===== src/rtl/core/rpg_pkg.sv =====
// rpg_pkg: shared types and constants of the random permutation generator.
// Depends on nothing; imported by rpg_ctrl, rpg_dp and the top level.
package rpg_pkg;

    localparam int MAX_LEN  = 1024;
    localparam int IDX_W    = $clog2(MAX_LEN);
    localparam int LEN_W    = 11;
    localparam int CNT_W    = IDX_W + 1;

    localparam logic [1:0] OP_LOAD = 2'd0;
    localparam logic [1:0] OP_GEN  = 2'd1;
    localparam logic [1:0] OP_READ = 2'd2;

    localparam logic [1:0] ST_OK    = 2'd0;
    localparam logic [1:0] ST_RANGE = 2'd1;
    localparam logic [1:0] ST_NONE  = 2'd2;

    // controller to datapath
    typedef struct packed {
        logic load_seed;   // take seed into generator
        logic fill_start;  // clear fill counter, set position to length-1
        logic fill_step;   // write identity entry, advance counter
        logic draw;        // step generator, start modulo
        logic mod_step;    // one restoring-division step
        logic rd_a;        // read entry at position
        logic rd_b;        // read entry at j
        logic wr_a;        // write b-data at position
        logic wr_b;        // write a-data at j
        logic pos_dec;     // move to next lower position
        logic rd_user;     // read entry at user index
    } t_cmd;

    // datapath to controller
    typedef struct packed {
        logic fill_done;
        logic mod_done;
        logic pos_last;
        logic len_zero;
    } t_stat;

endpackage


===== src/rtl/core/rpg_ctrl.sv =====
// rpg_ctrl: sequencer for load, generate and read operations.
// Depends on rpg_pkg; commands rpg_dp.
module rpg_ctrl (
    input  logic                      i_clk,
    input  logic                      i_rst_n,
    input  logic                      i_valid,
    output logic                      o_ready,
    input  logic [1:0]                i_opcode,
    input  logic [rpg_pkg::IDX_W-1:0] i_index,
    input  logic [rpg_pkg::LEN_W-1:0] i_len,
    input  rpg_pkg::t_stat            i_stat,
    output rpg_pkg::t_cmd             o_cmd,
    output logic                      o_done,
    output logic                      o_rd_ok,
    output logic [1:0]                o_status
);
    import rpg_pkg::*;

    typedef enum logic [3:0] {
        S_IDLE, S_FILL, S_DRAW, S_MOD, S_RDA, S_RDB, S_WRA, S_WRB, S_RDU, S_DONE
    } t_state;

    t_state r_state;
    logic r_valid, r_rd_ok;
    logic [1:0] r_status;
    logic [LEN_W-1:0] w_leff;

    assign w_leff = (i_len > LEN_W'(MAX_LEN)) ? LEN_W'(MAX_LEN) : i_len;
    assign o_ready = (r_state == S_IDLE);

    always_ff @(posedge i_clk) begin
        if (!i_rst_n) begin
            r_state <= S_IDLE;
            r_valid <= 1'b0;
            r_rd_ok <= 1'b0;
            r_status <= ST_OK;
        end else begin
            unique case (r_state)
                S_IDLE: if (i_valid) begin
                    r_rd_ok  <= 1'b0;
                    r_status <= ST_OK;
                    priority if (i_opcode == OP_GEN) begin
                        r_valid <= 1'b1;
                        r_state <= i_stat.len_zero ? S_DONE : S_FILL;
                    end else if (i_opcode == OP_READ) begin
                        if (!r_valid) begin
                            r_status <= ST_NONE;
                            r_state  <= S_DONE;
                        end else if ({1'b0, i_index} >= w_leff) begin
                            r_status <= ST_RANGE;
                            r_state  <= S_DONE;
                        end else begin
                            r_state <= S_RDU;
                        end
                    end else begin
                        r_state <= S_DONE;
                    end
                end
                S_FILL: if (i_stat.fill_done) r_state <= S_DRAW;
                S_DRAW: r_state <= S_MOD;
                S_MOD:  if (i_stat.mod_done) r_state <= S_RDA;
                S_RDA:  r_state <= S_RDB;
                S_RDB:  r_state <= S_WRA;
                S_WRA:  r_state <= S_WRB;
                S_WRB:  r_state <= i_stat.pos_last ? S_DONE : S_DRAW;
                S_RDU: begin
                    r_rd_ok <= 1'b1;
                    r_state <= S_DONE;
                end
                S_DONE: r_state <= S_IDLE;
                default: r_state <= S_IDLE;
            endcase
        end
    end

    always_comb begin
        o_cmd = '0;
        o_cmd.load_seed  = (r_state == S_IDLE) && i_valid && (i_opcode == OP_LOAD);
        o_cmd.fill_start = (r_state == S_IDLE);
        o_cmd.fill_step  = (r_state == S_FILL);
        o_cmd.draw       = (r_state == S_DRAW);
        o_cmd.mod_step   = (r_state == S_MOD);
        o_cmd.rd_a       = (r_state == S_RDA);
        o_cmd.rd_b       = (r_state == S_RDB);
        o_cmd.wr_a       = (r_state == S_WRA);
        o_cmd.wr_b       = (r_state == S_WRB);
        o_cmd.pos_dec    = (r_state == S_WRB);
        o_cmd.rd_user    = (r_state == S_IDLE) && i_valid;
    end

    assign o_done   = (r_state == S_DONE);
    assign o_rd_ok  = r_rd_ok;
    assign o_status = r_status;

endmodule

===== config.mk =====
export PLATFORM = sky130hd
export DESIGN_NAME = rpg_ctrl
export DESIGN_NICKNAME = d
export VERILOG_FILES = /design/src/rtl/core/rpg_pkg.sv /design/src/rtl/core/rpg_ctrl.sv
export SDC_FILE = /design/constraint.sdc
export NUM_CORES = 1
export LEC_CHECK = 0
export BUFFER_PORTS_ARGS = -buffer_cell sky130_fd_sc_hd__buf_2
export CORE_ASPECT_RATIO = 1.2
export CORE_UTILIZATION = 35
export CTS_CLUSTER_DIAMETER = 200
export DETAILED_ROUTE_END_ITERATION = 8
export GPL_ROUTABILITY_DRIVEN = 0
export GPL_TIMING_DRIVEN = 0
export PLACE_DENSITY = 0.7
export SLEW_MARGIN = 20
export SYNTH_ARGS = -nofsm -noshare
export SYNTH_HDL_FRONTEND = slang
export SYNTH_SLANG_ARGS = --single-unit

===== constraint.sdc =====
create_clock -name i_clk -period 1.8 [get_ports i_clk]
set_clock_uncertainty 0.2 [all_clocks]
set_input_delay 0.09 -clock i_clk [delete_from_list [all_inputs] [get_ports i_clk]]
set_output_delay 0.09 -clock i_clk [all_outputs]
set_load 0.02 [all_outputs]

==> flow_summary.yaml, run 1 <==
run_status:
  status: "finished clean"
floorplan:
  die-height_microns: 54.8
  core_area_sq_um: 2120
  initial_core_util_pct: 38.4
  rows: 18
  io_pins: 46
  die_area_sq_um: 2520
  die_w_microns: 46.0
synthesis:
  syn_nets: 142
  synth_area_per_cell_sq_um: 7.97
  synth_warnings: 0
  synth_edf_count: 0
  synth-seq-cells: 8
  ys_types: 36
  syn-instance-count: 102
  ys_seq_area_share_pct: 19.7
  synthArstFlopShare_pct: 0
  syn_area_sq_um: 813
  ys.flop_type: "dfxtp_1"
power:
  p_sw_share_pct: 41.4
  switching_power_mw: 0.360
  p_int_mw: 0.509
  peakVddDrop_mv: 0.528
  p_clk_share_pct: 15.4
  p_comb_share_pct: 58.6
  p_leak_nw: 0.588
  powerDensity_nw_per_um2: 733
  pwr-share-seq_pct: 26.0
cts:
  htreeDepth: 1
  cts_made_buffers: 3
  worstSkewPairLatency_ns: 0.25
  clk_pin_slew_ns: 0.05
  cts_tree: "built"
  clkSinkCount: 8
  root_buffer: "clkbuf_4"
  max-clock-path-buffers: 2
finish:
  layout.nets: 197
  area_growth_syn_to_layout_pct: 45.7
  final_cells: 185
  drive_above_1_share_pct: 43.2
  n_antenna_cell: 0
  post-route-util_pct: 56.0
  stdcell_area_sq_um: 1180
timing:
  final.setup.tns_ns: 0
  fmax_mhz: 587
  slew-limit-headroom_pct: 73.6
  whs_ns: 0.0125
  worstMarginPinSlew_ns: 0.394
  finalCritPeriodShare_pct: 94.6
  finalWorstPathRequiredPeriod_ns: 1.70
  drv_slew: 0
  hold_viol_final: 0
  setup_violations: 0
detailed_routing:
  first_pass_iters: 4
  drt-total-wl_microns: 1990
  initialDrtViolationCount: 19
  detail-route-antenna-nets: 0
  via_count: 911
  route.detailed.drc: 0
  vias_per_cell: 4.92
  post_drt_wl_per_cell_microns: 10.8
setup_path:
  reg2regPathDepth: 6
  critical_path.max_fanout: 10
  critPathCaptureType: "output port"
  worstSetupPathType: "flop to output port"
  r2r_setup_slack_ns: 0.18
  startpoint_type: "flop"
  cp_data_arrival_time_ns: 1.41
  timing.rr.start: "r_state[0]"
  required_ns: 1.51
  cp-endpoint: "o_cmd[10]"
  r2r_end: "r_state[0]"
  crit_start: "r_state[0]"
global_routing:
  grt_usage_pct: 16.2
  grt_pass1_wl_microns: 2990
  grt_max_degree: 11
  antenna_found_initial: 0
  overflow: 0
  grt_pass1_vias: 736
place:
  io_buffers: 45
  hpwl_microns: 1560
  dp.cells: 177
  placedInstanceArea_sq_um: 1080
run:
  maxCapViolCount: 0
worst_hold_path:
  hold_class: "primary input to flop"
cells in the final DEF, fill, tap and decap left out, drive strengths merged:
master       Yosys  layout
nand3b           1       1
o2111a           1       1
a21boi           1       1
clkbuf           2       5
a211o            1       1
nand2           10      10
dlygate4sd3      0       4
a2bb2oi          1       1
a21o             2       2
dfxtp            8       8
o22ai            1       1
and2             1       1
o21ai            1       1
buf              5      51
a211oi           1       1
o221ai           1       1
ha              10      10
a22oi            1       1
and4b            1       1
or2b             1       1
nor4             2       2
inv              3       3
mux2i            2       2
nor3            10      10
nand3            2       2
nor2             5       5
nand2b          12      12
o41ai            1       1
nor3b            3       3
a21oi            5       5
nor2b            4       4
o21a             3       3
worst min path at each step:
stage,endpoint,slack (ns),cells after the start,start
floorplan,o_status[0],0.007,1,i_rst_n
global placement,r_state[3],0.17,3,i_stat[1]
detailed placement,r_state[3],0.17,3,i_stat[1]
CTS,r_state[3],0.004,3,i_opcode[1]
global route,r_state[3],0.03,3,i_opcode[1]
finish,r_state[3],0.01,3,i_opcode[1]
worst max-delay path: stages (launching register included):
cell	delay, ns
dfxtp_1	0.29
clkbuf_4	0.18
nor4_4	0.27
nand2_2	0.14
nor3_2	0.11
buf_2	0.18
routing by layer:
metal / global-route usage, % / vias up / part of all wire, %
li1: - / 470 / -
met1: 20.9 / 414 / 43
met2: 27.0 / 27 / 52
met3: 2.97 / 0 / 4.2
met4: 4.41 / 0 / 0
met5: 0 / - / 0
power groups by stage:
stage	Clock (mW)	Sequential (mW)	Combinational, mW
2_1_floorplan	0	0.233	0.321
5_1_grt	0.148	0.229	0.557
3_3_place_gp	0	0.228	0.452
6_report	0.134	0.226	0.509
4_1_cts	0.137	0.225	0.470
3_5_place_dp	0	0.229	0.459
what timing repair did:
item	4_1_cts	5_1_grt
resized for setup	1	11
pin swaps	0	1
endpoints found under the setup margin	1	5
hold endpoints to repair	8	0
hold buffers	4	0
setup buffers	0	1
Yosys cell counts (2+ instances only):
cell type  count  area share, %
a21oi_1        5            3.1
buf_2          2            1.2
nor3_1        10            6.2
nand3_1        2            1.2
ha_1          10             15
nor3b_1        3            2.8
inv_1          3            1.4
dfxtp_1        8             20
o21a_1         3            2.8
a21o_1         2            1.8
nand2b_1      11            8.5
nor2_1         5            2.3
nand2_1       10            4.6
buf_4          2            1.8
nor2b_1        4            3.1
mux2i_1        2            2.5
area by class of cell:
type / instances / area [sq um]
fillers: 228 / 932
multi-input cells: 84 / 622
repair buffers: 50 / 273
flip-flops and latches: 8 / 161
plain buffers: 7 / 57.6
well taps: 30 / 37.5
clock buffers: 3 / 22.5
inverters: 3 / 11.3
state kept, by name (all words and copies together), names as in the netlist:
register and cells:
o_status 2, o_rd_ok 1, r_state 4, r_valid 1
logic make-up after synthesis:
logic type,Yosys count,synth area share (%)
AND/OR/NAND/NOR,52,36.9
AO/OA/AOI/OAI,20,17.5
buffers and inverters,10,8.00
adder cells (fa/ha/maj),10,15.4
flip-flops,8,19.7
multiplexers,2,2.46
stage by stage:
stage / total power, mW / setup slack [ns]
2_1_floorplan: 0.554 / 0.0133
3_3_place_gp: 0.680 / -0.251
3_5_place_dp: 0.688 / -0.258
4_1_cts: 0.833 / 0.00567
5_1_grt: 0.934 / -0.0110
6_report: 0.869 / 0.0965
Power figures use the tool's default switching activity.
==> inputs of run 2 (changes only) <==
Settings changed: CELL_PAD_IN_SITES_DETAIL_PLACEMENT set to 1, CELL_PAD_IN_SITES_GLOBAL_PLACEMENT set to 1, CORE_MARGIN set to 8, CORE_UTILIZATION 35 to 27, PLACE_DENSITY 0.7 to 0.77.
==> flow_summary.yaml, run 2 (synthesis gave the netlist of run 1 again) <==
run_status:
  status: "finished clean"
power:
  p_sw_share_pct: 41.9
  p_comb_share_pct: 59.4
  powerDensity_nw_per_um2: 740
  p_int_mw: 0.518
  p_leak_nw: 0.592
  p_clk_share_pct: 15.0
  switching_power_mw: 0.374
  peakVddDrop_mv: 0.313
  pwr-share-seq_pct: 25.6
cts:
  clkSinkCount: 8
  worstSkewPairLatency_ns: 0.25
  max-clock-path-buffers: 2
  htreeDepth: 1
  cts_tree: "built"
  root_buffer: "clkbuf_4"
  clk_pin_slew_ns: 0.05
  cts_made_buffers: 3
finish:
  mostFrequentLayoutCells: "46 x buf_2, 11 x nand2b_1, 10 x ha_1"
  n_antenna_cell: 0
  largest_reg_flops: 4
  area_growth_syn_to_layout_pct: 48.2
  layout.nets: 198
  final_common_cell: "buf_2"
  drive_above_1_share_pct: 44.2
  top_register: "r_state"
  nFillCells: 390
  post-route-util_pct: 40.5
timing:
  finalCritPeriodShare_pct: 97.3
  whs_ns: 0.0153
  setup_violations: 0
  worstMarginPinSlew_ns: 0.353
  hold_viol_final: 0
  finalWorstPathRequiredPeriod_ns: 1.75
  slew-limit-headroom_pct: 76.3
  fmax_mhz: 571
  drv_slew: 0
run:
  maxCapViolCount: 0
place:
  io_buffers: 45
  hpwl_microns: 2300
detailed_routing:
  route.detailed.drc: 0
  drt-total-wl_microns: 2730
  post_drt_wl_per_cell_microns: 14.2
  via_count: 936
  vias_per_cell: 4.88
  initialDrtViolationCount: 18
  detail-route-antenna-nets: 0
  first_pass_iters: 3
floorplan:
  rows: 22
  die_area_sq_um: 5030
  initial_core_util_pct: 27.4
  io_pins: 46
  die_w_microns: 66.1
  core_area_sq_um: 2970
  die-height_microns: 76.1
global_routing:
  antenna_found_initial: 0
  grt_pass1_vias: 1014
  grt_usage_pct: 10.4
  overflow: 0
  grt_max_degree: 11
  grt_pass1_wl_microns: 4220
setup_path:
  cp_data_arrival_time_ns: 1.69
  worst_path_max_delay_cell: "ha_1"
  critPathMaxStageDelay_ns: 0.30
  startpoint_type: "primary input"
  critPathCaptureType: "flop"
  cpMostUsedCell: "buf_2"
  required_ns: 1.74
  timing.rr.start: "r_state[0]"
  reg2regPathDepth: 7
  r2r_end: "o_status[1]"
  r2r_setup_slack_ns: 0.12
  path_cells: "buf_2 > buf_2 > nand2b_1 > ha_1 > a21o_1 > a21oi_2 > o221ai_2 > o2111a_1 > o21a_1"
  worstSetupPathType: "primary input to flop"
  critical_path.max_fanout: 10
worst_hold_path:
  min_from: "i_valid"
  whs_endpoint: "o_rd_ok"
  hold_class: "primary input to flop"
  min_delay_path_depth: 4
[run 2: what timing repair did]
| action | 4_1_cts | 5_1_grt |
|---|---|---|
| endpoints found under the hold margin | 8 | 0 |
| endpoints found under the setup margin | 4 | 6 |
| pin swaps | 0 | 3 |
| cloned | 0 | 0 |
| gates resized for setup | 3 | 10 |
| buffers inserted | 0 | 2 |
| hold buffers | 4 | 0 |
[run 2: how the worst max path moves through the flow]
stage               startpoint          end  slack [ns]  depth (start not counted)
floorplan           r_state[2]  o_status[0]        0.01                          6
global placement     i_len[10]  o_status[0]       -0.23                          9
detailed placement   i_len[10]  o_status[0]       -0.31                          9
CTS                  i_len[10]  o_status[0]        0.01                          9
global route        r_state[0]    o_cmd[10]       -0.03                          5
finish               i_len[10]  o_status[0]        0.05                          9
[run 2: power by group through the flow]
stage	registers, mW	logic [mW]	clock network [mW]
final	0.228	0.530	0.133
after global routing	0.230	0.581	0.153
after CTS	0.227	0.497	0.145
after detailed placement	0.230	0.481	0
after global placement	0.228	0.460	0
after floorplan	0.233	0.321	0
[run 2: metrics by stage]
step | instance area (sq um) | total power, mW | TNS (ns) | cells | setup WS, ns
final | 1200 | 0.892 | 0 | 192 | 0.0480
after global routing | 1200 | 0.964 | -0.0483 | 192 | -0.0275
after CTS | 1160 | 0.869 | 0 | 190 | 0.0115
after detailed placement | 1090 | 0.712 | -0.534 | 183 | -0.314
after global placement | 1090 | 0.688 | -0.357 | 183 | -0.228
after floorplan | 818 | 0.554 | 0 | 102 | 0.0133
[run 2: layout make-up]
type,count,area (sq um),area share (%)
tap,36,45.0,3.74
sequential,8,161,13.4
timing repair buffer,51,283,23.5
clock buffer,3,22.5,1.87
multi-input combinational,84,624,51.8
inverter,3,11.3,0.935
buffer,7,57.6,4.78
[run 2: worst max-delay path: cells and delay by family]
family	cells	cell delay (ns)
AND/OR/NAND/NOR	1	0.15
buffers and inverters	2	0.28
AO/OA/AOI/OAI	5	0.87
adder cells (fa/ha/maj)	1	0.30
[run 2: routing by layer]
| metal | vias up | share of wire, % | routed length, microns | track usage [%] |
|---|---|---|---|---|
| met5 | - | 0 | 0 | 0 |
| met1 | 435 | 36 | 989 | 9.75 |
| met2 | 25 | 56 | 1540 | 19.6 |
| li1 | 474 | - | - | - |
| met4 | 0 | 1.3 | 36 | 7.07 |
| met3 | 2 | 5.9 | 161 | 1.32 |
